`src/rtl/lbc_pkg.sv`:
```
// Shared types and constants for the block address to cylinder/head/sector converter.
package lbc_pkg;

	localparam int CYL_W   = 10;
	localparam int HEAD_W  = 8;
	localparam int SECT_W  = 6;
	localparam int DRIVE_W = 8;
	localparam int WORD_W  = 16;
	localparam int BYTE_W  = 8;
	// heads * sectors per track tops out at 255 * 63
	localparam int PER_CYL_W = HEAD_W + SECT_W;

	localparam logic [CYL_W-1:0] CYL_MAX = 10'd1023;

	localparam logic [SECT_W-1:0]  SPT_RESET   = 6'd18;
	localparam logic [HEAD_W-1:0]  HEADS_RESET = 8'd2;
	localparam logic [DRIVE_W-1:0] DRIVE_RESET = 8'h80;

	localparam int CFG_ADDR_W = 4;
	localparam int CFG_DATA_W = 32;

	localparam logic [1:0] REG_SPT   = 2'd0;
	localparam logic [1:0] REG_HEADS = 2'd1;
	localparam logic [1:0] REG_DRIVE = 2'd2;

	typedef struct packed {
		logic [SECT_W-1:0]  spt;
		logic [HEAD_W-1:0]  heads;
		logic [DRIVE_W-1:0] drive;
	} cfg_t;

	typedef struct packed {
		logic [CYL_W-1:0]  cylinder;
		logic [HEAD_W-1:0] head;
		logic [SECT_W-1:0] sector;
		logic [WORD_W-1:0] cyl_sector_word;
		logic [WORD_W-1:0] head_drive_word;
		logic              out_of_range;
	} result_t;

endpackage

```
`src/rtl/lbc_div_cell.sv`:
```
// One restoring-division cell: takes one dividend bit, yields one quotient bit.
module lbc_div_cell #(
	parameter int DIV_W  = 14,
	parameter int NUM_W  = 32,
	parameter int SIDE_W = 1
) (
	input  logic              clk,
	input  logic              arst_n,
	input  logic [DIV_W-1:0]  divisor,
	input  logic              in_valid,
	input  logic [DIV_W-1:0]  in_rem,
	input  logic [NUM_W-1:0]  in_num,
	input  logic [SIDE_W-1:0] in_side,
	output logic              out_valid,
	output logic [DIV_W-1:0]  out_rem,
	output logic [NUM_W-1:0]  out_num,
	output logic [SIDE_W-1:0] out_side
);

	logic [DIV_W:0]    trial;
	logic [DIV_W:0]    diff;
	logic              fits;
	logic              valid_s1;
	logic [DIV_W-1:0]  rem_s1;
	logic [NUM_W-1:0]  num_s1;
	logic [SIDE_W-1:0] side_s1;

	assign trial = {in_rem, in_num[NUM_W-1]};
	assign diff  = trial - {1'b0, divisor};
	assign fits  = trial >= {1'b0, divisor};

	always_ff @(posedge clk or negedge arst_n) begin
		if (!arst_n) begin
			valid_s1 <= 1'b0;
		end else begin
			valid_s1 <= in_valid;
		end
	end

	// dividend bits leave at the top while quotient bits enter at the bottom
	always_ff @(posedge clk) begin
		rem_s1  <= fits ? diff[DIV_W-1:0] : trial[DIV_W-1:0];
		num_s1  <= {in_num[NUM_W-2:0], fits};
		side_s1 <= in_side;
	end

	assign out_valid = valid_s1;
	assign out_rem   = rem_s1;
	assign out_num   = num_s1;
	assign out_side  = side_s1;

endmodule

```
`src/rtl/lbc_pack.sv`:
```
// Output stage: applies saturation and zero-geometry rules, packs the service words.
module lbc_pack
	import lbc_pkg::*;
(
	input  logic                 clk,
	input  logic                 arst_n,
	input  cfg_t                 cfg,
	input  logic                 in_valid,
	input  logic                 in_ovf,
	input  logic [CYL_W-1:0]     in_cyl,
	input  logic [PER_CYL_W-1:0] in_quot,
	input  logic [SECT_W-1:0]    in_rem,
	output logic                 out_valid,
	output result_t              out_res
);

	logic              zero_geom;
	logic [CYL_W-1:0]  cyl;
	logic [HEAD_W-1:0] head;
	logic [SECT_W-1:0] sect;
	result_t           res;
	logic              valid_q;
	result_t           res_q;

	assign zero_geom = (cfg.spt == '0) || (cfg.heads == '0);

	always_comb begin
		if (zero_geom) begin
			cyl  = '0;
			head = '0;
			sect = '0;
		end else begin
			cyl  = in_ovf ? CYL_MAX : in_cyl;
			head = in_quot[HEAD_W-1:0];
			sect = in_rem + SECT_W'(1);
		end
		res.cylinder        = cyl;
		res.head            = head;
		res.sector          = sect;
		res.cyl_sector_word = {cyl[BYTE_W-1:0], cyl[CYL_W-1:BYTE_W], sect};
		res.head_drive_word = {head, cfg.drive};
		res.out_of_range    = zero_geom | in_ovf;
	end

	always_ff @(posedge clk or negedge arst_n) begin
		if (!arst_n) begin
			valid_q <= 1'b0;
		end else begin
			valid_q <= in_valid;
		end
	end

	always_ff @(posedge clk) begin
		res_q <= res;
	end

	assign out_valid = valid_q;
	assign out_res   = res_q;

endmodule

```
`src/rtl/lba_to_chs_convert_core.sv`:
```
// Top level of the block address to cylinder/head/sector converter.
//
// Usage:
//   Raise start with block_address; the request is taken at every edge where
//   start is high, and busy stays low, so a new address may come every cycle.
//   Each result appears for one cycle with done high, in request order.
//   The pipeline holds one cell per quotient bit of the cylinder division
//   (ADDRESS_WIDTH cells), one cell per bit of the 14-bit remainder for the
//   head/sector division, and the output register. Throughput is one address
//   per cycle. Geometry and drive number are set over the APB port (sectors
//   per track at 0x0, head count at 0x4, drive number at 0x8); the user must
//   write them only while no request is in flight, which the block does not
//   enforce. Reset clears all in-flight requests and loads 18 sectors,
//   2 heads, drive 0x80. The receiver cannot stall; done is never held off.
//   A cylinder past 1023 saturates and sets out_of_range; a zero head count or
//   sector count gives zero fields with out_of_range set.
module lba_to_chs_convert_core
	import lbc_pkg::*;
#(
	parameter int ADDRESS_WIDTH = 32
) (
	input  logic                     clk,
	input  logic                     arst_n,
	input  logic                     psel,
	input  logic                     penable,
	input  logic                     pwrite,
	input  logic [CFG_ADDR_W-1:0]    paddr,
	input  logic [CFG_DATA_W-1:0]    pwdata,
	output logic [CFG_DATA_W-1:0]    prdata,
	output logic                     pready,
	input  logic                     start,
	output logic                     busy,
	input  logic [ADDRESS_WIDTH-1:0] block_address,
	output logic                     done,
	output logic [CYL_W-1:0]         cylinder,
	output logic [HEAD_W-1:0]        head,
	output logic [SECT_W-1:0]        sector,
	output logic [WORD_W-1:0]        cyl_sector_word,
	output logic [WORD_W-1:0]        head_drive_word,
	output logic                     out_of_range
);

	localparam int AW    = ADDRESS_WIDTH;
	localparam int SIDE2 = CYL_W + 1;

	cfg_t                 cfg_q;
	logic [1:0]           reg_idx;
	logic                 wr_en;
	logic [PER_CYL_W-1:0] per_cyl;

	logic                 c1_valid [0:AW];
	logic [PER_CYL_W-1:0] c1_rem   [0:AW];
	logic [AW-1:0]        c1_num   [0:AW];
	logic                 ovf_in   [0:AW-1];
	logic                 ovf_out  [1:AW];

	logic                 c2_valid [0:PER_CYL_W];
	logic [SECT_W-1:0]    c2_rem   [0:PER_CYL_W];
	logic [PER_CYL_W-1:0] c2_num   [0:PER_CYL_W];
	logic [SIDE2-1:0]     c2_side  [0:PER_CYL_W];

	result_t              res;

	// configuration registers
	assign reg_idx = paddr[CFG_ADDR_W-1:2];
	assign wr_en   = psel && penable && pwrite && pready;
	assign pready  = 1'b1;

	always_ff @(posedge clk or negedge arst_n) begin
		if (!arst_n) begin
			cfg_q.spt   <= SPT_RESET;
			cfg_q.heads <= HEADS_RESET;
			cfg_q.drive <= DRIVE_RESET;
		end else if (wr_en) begin
			case (reg_idx)
				REG_SPT:   cfg_q.spt   <= pwdata[SECT_W-1:0];
				REG_HEADS: cfg_q.heads <= pwdata[HEAD_W-1:0];
				REG_DRIVE: cfg_q.drive <= pwdata[DRIVE_W-1:0];
				default:   ;
			endcase
		end
	end

	always_comb begin
		case (reg_idx)
			REG_SPT:   prdata = {{(CFG_DATA_W-SECT_W){1'b0}}, cfg_q.spt};
			REG_HEADS: prdata = {{(CFG_DATA_W-HEAD_W){1'b0}}, cfg_q.heads};
			REG_DRIVE: prdata = {{(CFG_DATA_W-DRIVE_W){1'b0}}, cfg_q.drive};
			default:   prdata = '0;
		endcase
	end

	assign per_cyl = cfg_q.heads * cfg_q.spt;
	assign busy    = 1'b0;

	// cylinder division: address / (heads * sectors per track)
	assign c1_valid[0] = start && !busy;
	assign c1_rem[0]   = '0;
	assign c1_num[0]   = block_address;

	for (genvar k = 0; k < AW; k++) begin : g_cyl
		// fold each quotient bit at or above the cylinder width into the sticky flag
		if (k == 0) begin : g_first
			assign ovf_in[k] = 1'b0;
		end else if ((AW - k) >= CYL_W) begin : g_high
			assign ovf_in[k] = ovf_out[k] | c1_num[k][0];
		end else begin : g_low
			assign ovf_in[k] = ovf_out[k];
		end

		lbc_div_cell #(
			.DIV_W  (PER_CYL_W),
			.NUM_W  (AW),
			.SIDE_W (1)
		) u_cell (
			.clk       (clk),
			.arst_n    (arst_n),
			.divisor   (per_cyl),
			.in_valid  (c1_valid[k]),
			.in_rem    (c1_rem[k]),
			.in_num    (c1_num[k]),
			.in_side   (ovf_in[k]),
			.out_valid (c1_valid[k+1]),
			.out_rem   (c1_rem[k+1]),
			.out_num   (c1_num[k+1]),
			.out_side  (ovf_out[k+1])
		);
	end

	// head/sector division: remainder / sectors per track
	assign c2_valid[0] = c1_valid[AW];
	assign c2_rem[0]   = '0;
	assign c2_num[0]   = c1_rem[AW];
	assign c2_side[0]  = {ovf_out[AW], c1_num[AW][CYL_W-1:0]};

	for (genvar j = 0; j < PER_CYL_W; j++) begin : g_hs
		lbc_div_cell #(
			.DIV_W  (SECT_W),
			.NUM_W  (PER_CYL_W),
			.SIDE_W (SIDE2)
		) u_cell (
			.clk       (clk),
			.arst_n    (arst_n),
			.divisor   (cfg_q.spt),
			.in_valid  (c2_valid[j]),
			.in_rem    (c2_rem[j]),
			.in_num    (c2_num[j]),
			.in_side   (c2_side[j]),
			.out_valid (c2_valid[j+1]),
			.out_rem   (c2_rem[j+1]),
			.out_num   (c2_num[j+1]),
			.out_side  (c2_side[j+1])
		);
	end

	lbc_pack u_pack (
		.clk       (clk),
		.arst_n    (arst_n),
		.cfg       (cfg_q),
		.in_valid  (c2_valid[PER_CYL_W]),
		.in_ovf    (c2_side[PER_CYL_W][CYL_W]),
		.in_cyl    (c2_side[PER_CYL_W][CYL_W-1:0]),
		.in_quot   (c2_num[PER_CYL_W]),
		.in_rem    (c2_rem[PER_CYL_W]),
		.out_valid (done),
		.out_res   (res)
	);

	assign cylinder        = res.cylinder;
	assign head            = res.head;
	assign sector          = res.sector;
	assign cyl_sector_word = res.cyl_sector_word;
	assign head_drive_word = res.head_drive_word;
	assign out_of_range    = res.out_of_range;

endmodule
```
`config.mk`:
```
export PLATFORM = sky130hd
export DESIGN_NAME = lba_to_chs_convert_core
export DESIGN_NICKNAME = d
export VERILOG_FILES = /design/src/rtl/lbc_pkg.sv /design/src/rtl/lbc_div_cell.sv /design/src/rtl/lbc_pack.sv /design/src/rtl/lba_to_chs_convert_core.sv
export SDC_FILE = /design/constraint.sdc
export NUM_CORES = 2
export LEC_CHECK = 0
export BUFFER_PORTS_ARGS = -buffer_cell sky130_fd_sc_hd__buf_4
export CAP_MARGIN = 20
export CORE_ASPECT_RATIO = 1.1
export CORE_MARGIN = 5
export CORE_UTILIZATION = 55
export CTS_CLUSTER_SIZE = 24
export DETAILED_ROUTE_END_ITERATION = 10
export PLACE_DENSITY = 0.8
export SETUP_SLACK_MARGIN = 0.05
export SYNTH_ARGS = -nofsm -noshare
export SYNTH_HDL_FRONTEND = slang
export SYNTH_SLANG_ARGS = --single-unit
```
`constraint.sdc`:
```
create_clock -name clk -period 15.42 [get_ports clk]
set_input_delay 3.084 -clock clk [delete_from_list [all_inputs] [get_ports clk]]
set_output_delay 3.084 -clock clk [all_outputs]
set_load 0.05 [all_outputs]
```
Word level (Yosys, flattened, before mapping)

Cells that the tools add are included.

Register bits after elaboration: 2035
Word-level logic and storage cells: 373
Input port bits: 74

Equality and inequality tests: 2
Bitwise logic cells: 22
Multiplexer cells: 51
Multiply operators: 1
Reductions and logical operators: 9
Add/sub/neg operators: 47
Magnitude comparators: 46

Operators with widths:

| operator            | number |
|---|---|
| $ge 15x14->1        | 31 |
| $mux 14             | 31 |
| $sub 14x14->14      | 31 |
| $ge 7x6->1          | 13 |
| $mux 6              | 14 |
| $sub 6x6->6         | 13 |
| $pmux 8 s3          | 1 |
| $or 1x1->1          | 22 |
| $mux 10             | 2 |
| $ge 1x14->1         | 1 |
| $mul 8x6->14        | 1 |
| $sub 1x14->14       | 1 |
| $logic_not 8->1     | 1 |
| $mux 8              | 1 |
| $add 6x1->6 const B | 1 |
| $ge 1x6->1          | 1 |
| $logic_not 6->1     | 1 |
| $reduce_and 2->1    | 3 |
| $sub 1x6->6         | 1 |
| $eq 2x1->1 const B  | 1 |
| $eq 2x2->1 const B  | 1 |
| $logic_and 1x1->1   | 2 |
| $logic_not 2->1     | 1 |
| $mux 1              | 2 |
| $logic_or 1x1->1    | 1 |

Logic depth before layout (Yosys ltp)

Depth after elaboration: 3
Mapped depth: 23
Gate-level depth less buffers: 21

Modules after synthesis

Synthesis repeated with hierarchy kept, for this count alone.

Cells, all modules: 6966
Area total of the unflattened synthesis: 81099.0 µm²

By module, submodules not included:

| module                              | times used | sequential area each (µm²) | cells each | area an instance (µm²) |
|---|---|---|---|---|
| lbc_div_cell at g_cyl[0].u_cell ... | 32         | 965.9                      | 171        | 1959.4 |
| lbc_div_cell at g_hs[0].u_cell ...  | 14         | 645.6                      | 77         | 1027.2 |
| lba_to_chs_convert_core             | 1          | 555.5                      | 305        | 2869.0 |
| lbc_pack                            | 1          | 685.7                      | 111        | 1148.6 |

Worst setup path after synthesis

No wires, ideal clock.

Kind: input to output
Start point: in paddr[2]
End point: out prdata[0]
Buffers on the path: 1
Slack: 7682 ps
Data required time: 12336 ps
Data arrival time: 4654 ps
Stages: 3
Cell sequence: clkbuf_1 mux2i_1 o21ai_0

Word-level cells in the longest chain between the ends: 2
Elaborated cells on any way between the ends: 4
Those cells by class: 2 x eq/ne; 1 x mux; 1 x reduce/logical

Ends and longest elaborated chain:

| element                            | line                          | RTL |
|---|---|---|
| from (decl)                        | lba_to_chs_convert_core.sv:27 | `input logic [CFG_ADDR_W-1:0] paddr,` |
| $eq 2x2->1 (tied with other cells) | lba_to_chs_convert_core.sv:85 | `case (reg_idx)` |
| $pmux 8 s3 (*)                     | lba_to_chs_convert_core.sv:85 |  |
| to (decl)                          | lba_to_chs_convert_core.sv:29 | `output logic [CFG_DATA_W-1:0] prdata,` |

Every way passes the cells marked *; elsewhere a longest branch is shown, timed or not.

Worst setup path after layout

Start point: reg cfg_q[17] (netlist bit)
End point: reg g_cyl[11].u_cell.rem_s1[11]

Word-level cells in the longest chain between the ends: 3
Elaborated cells on any way between the ends: 4
Those cells by class: 1 x add/sub; 1 x mul; 1 x order compare; 1 x mux

Ends and longest elaborated chain:

| element                                        | line                                   | RTL |
|---|---|---|
| from (decl)                                    | lba_to_chs_convert_core.sv:46          | `cfg_t cfg_q;` |
| $mul 8x6->14 (*)                               | lba_to_chs_convert_core.sv:93          | `assign per_cyl = cfg_q.heads * cfg_q.spt;` |
| $sub 14x14->14 or $ge 15x14->1 (tied branches) | lbc_div_cell.sv:29, lbc_div_cell.sv:30 |  |
| $mux 14 (*)                                    | lbc_div_cell.sv:42                     | `rem_s1 <= fits ? diff[DIV_W-1:0] : trial[DIV_W-1:0];` |
| to (signal assigned)                           | lbc_div_cell.sv:42                     |  |
| to (decl)                                      | lbc_div_cell.sv:24                     | `logic [DIV_W-1:0] rem_s1;` |

Marked as above.
A chain may end at the register's enable or synchronous reset.

==> results.json <==
{
  "ant_nets": 0,
  "coreArea_sq_um": 113000,
  "port_buffers": 113,
  "cts_inserted_buffers": 148,
  "fmax_ghz": 0.134,
  "tns_ns": 0,
  "diodes": 0,
  "cp_common_cell": "fa_1",
  "grt_antenna_before_repair": 0,
  "drt_iter0_markers": 2027,
  "die_w_microns": 332,
  "setup_viol": 0,
  "via_per_inst": 5.55,
  "min_path_type": "register to register",
  "critPathMaxFanout": 38,
  "grt_pass1_wl_microns": 199000,
  "rows": 129,
  "initial_utilization_pct": 55.5,
  "h-tree-depth": 4,
  "io_pins": 166,
  "finalHoldViolCount": 0,
  "die_y_microns": 364,
  "route.detailed.drc": 0,
  "synth_most_common_cell": "dfxtp_1",
  "seq_area_sq_um": 30800,
  "clock_path_buffers": 3,
  "fin_nets": 6493,
  "grt_use_total_pct": 19.4,
  "area_growth_pct": 11.7,
  "endpoint_kind": "register",
  "post-route-period-util_pct": 48.4,
  "cts_setup_buffers": 0,
  "yosys_warnings": 0,
  "syn_area_sq_um": 62600,
  "wl_microns": 119000,
  "wl_per_cell_microns": 15.9,
  "async_flop_share_pct": 4.54,
  "worst_pin_slew_ns": 1.25,
  "grt_setup_unrepaired": "no",
  "synth.distinct_cells": 85,
  "finalCriticalPeriod_ns": 7.47,
  "synthTopCellsByCount": "dfxtp_1 (1450), ha_1 (508), nor2_1 (327), a21oi_1 (318), inv_1 (317)",
  "slew_violations": 0,
  "outcome": "complete, no violations",
  "crit_path_max_incr_delay_ns": 0.56,
  "multi_input_area_sq_um": 30100,
  "cts-root-buf": "clkbuf_16",
  "overflow": 0,
  "synth_area_leaders": "dfxtp_1 (46%), ha_1 (10%), mux2_2 (5.2%), xnor2_1 (3.3%), dfrtp_1 (2.6%)",
  "ys_seq_area_share_pct": 49.1,
  "post_cts_resized": 0,
  "avgSynthCellArea_sq_um": 11.0,
  "synth-edff-count": 0,
  "ctsHoldBuffers": 0,
  "cts_tree": "built",
  "dp_hpwl_microns": 79100,
  "syn_inst": 5671,
  "insertion_delay_ns": 0.78,
  "grt_pass1_vias": 42000,
  "dieArea_sq_um": 121000,
  "final_layout_size_suffix_gt1_share_pct": 13.5,
  "crit_required_ns": 16.05,
  "finClkSkew_ns": 0.0438,
  "gp_congestion": 0.887,
  "dr.pass1.iters": 5,
  "final_util_pct": 62.0,
  "vias": 41500,
  "cap_violations": 0,
  "grt_max_degree": 70,
  "start_kind": "register",
  "clk_pin_slew_ns": 0.06,
  "critPathKind": "register to register",
  "fill_cells": 8635,
  "synth_flop_cell": "dfxtp_1",
  "ys_ff_latch": 1519,
  "cp_slowest_cell": "fa_1",
  "crit_chain": "buf_4, and2_1, fa_1, inv_1, fa_1, fa_1, inv_1, ha_1, a21o_1, a21oi_1, o211ai_1, nand2_1, xor2_4, buf_4, ha_1, nand2_1, or3_1, a311oi_1, o221ai_1, nand3_1, mux2_2",
  "synth_top_area_share_pct": 46.3,
  "clkSinkCount": 1519,
  "yosysTopAreaCell": "dfxtp_1",
  "whs_ns": 0.306,
  "relSlewSlack_pct": 16.4,
  "cp.arrival_ns": 8.10
}
## path summary, 6_finish.rpt
kind	start	endpoint	slack, ns	cells after the start
worst max-delay path	cfg_q[17]	g_cyl[11].u_cell.out_rem[11]	7.95	21
worst min-delay path	g_cyl[19].u_cell.out_num[26]	g_cyl[20].u_cell.out_num[27]	0.31	0
worst max register to register	cfg_q[17]	g_cyl[11].u_cell.out_rem[11]	7.95	21
worst min register to register	g_cyl[19].u_cell.out_num[26]	g_cyl[20].u_cell.out_num[27]	0.31	0
max in group asynchronous	arst_n	g_cyl[9].u_cell.out_valid	12.40	1
min in group asynchronous	arst_n	cfg_q[2]	2.42	1
## cells by family (layout without fill, tap and decap cells)
kind of cell | after synthesis | in the layout | share of synthesized area (%)
and+or+nand+nor | 1019 | 1019 | 8.18
adders and majority gates | 622 | 622 | 13.1
muxes | 436 | 436 | 8.00
xor gates and xnor gates | 345 | 345 | 4.82
AOI/OAI and AO/OA | 1272 | 1272 | 13.5
buffers and inverters | 456 | 725 | 3.25
DFF | 1519 | 1519 | 49.1
other | 2 | 26 | 0.0120
## flip-flops by register name (all words and copies together) (netlist names)
| signal | cells |
|---|---|
| cfg_q | 22 |
| g_cyl.u_cell.out_num | 574 |
| g_cyl.u_cell.out_rem | 448 |
| g_cyl.u_cell.out_side | 30 |
| g_cyl.u_cell.out_valid | 32 |
| g_hs.u_cell.out_num | 127 |
| g_hs.u_cell.out_rem | 84 |
| g_hs.u_cell.out_side | 154 |
| g_hs.u_cell.out_valid | 14 |
| u_pack.out_res | 33 |
| u_pack.out_valid | 1 |
## layer usage
metal / share of wire (%) / routed length (microns) / vias to the layer above / global-route usage, %
met4: 3.8 / 4520 / 0 / 7.82
met2: 49 / 58000 / 952 / 34.9
met3: 4.6 / 5430 / 305 / 3.63
met5: 0 / 0 / - / 0
li1: - / - / 20500 / -
met1: 43 / 51000 / 19700 / 23.1
## stage by stage
stage / cell area [sq um] / worst slack (ns) / instances
floorplan: 62700 / 7.68 / 5695
global placement: 64900 / 8.10 / 7197
detailed placement: 64900 / 7.98 / 7197
CTS: 70000 / 7.93 / 7469
global route: 70000 / 7.54 / 7470
finish: 70000 / 7.95 / 7470
## area by class of cell
cell class,instances,area share (%)
Clock buffer,196,5.86
Clock inverter,76,1.34
Inverter,317,1.70
Multi-Input combinational cell,3720,43.0
Sequential cell,1519,44.0
Tap cell,1506,2.69
Timing Repair Buffer,136,1.46
## layout by cell type (no fill, tap or decap), types with 74 or more instances in the layout
cell and instances:
inv_1 316, ha_1 508, mux2_2 291, nor3_1 113, a21oi_1 318, a31oi_1 89, nor2_1 327, dfxtp_1 1450
clkbuf_16 148, xor2_1 103, nand2_1 166, a21o_1 130, o21ai_0 240, nor2b_1 74, o21a_1 78, buf_4 135
xnor2_1 234
## critical path: cells and delay by family, from the launching register on
family / cells / cell delay [ns]
compound gates: 5 / 1.57
xor+xnor: 1 / 0.14
flops: 1 / 0.51
fa+ha+maj: 5 / 2.09
simple gates: 5 / 1.46
buf+inv: 4 / 1.09
mux: 1 / 0.42
Power is left out: the tool's default activity adds up to more than one toggle a clock period on the data nets, which glitch-free logic cannot reach.
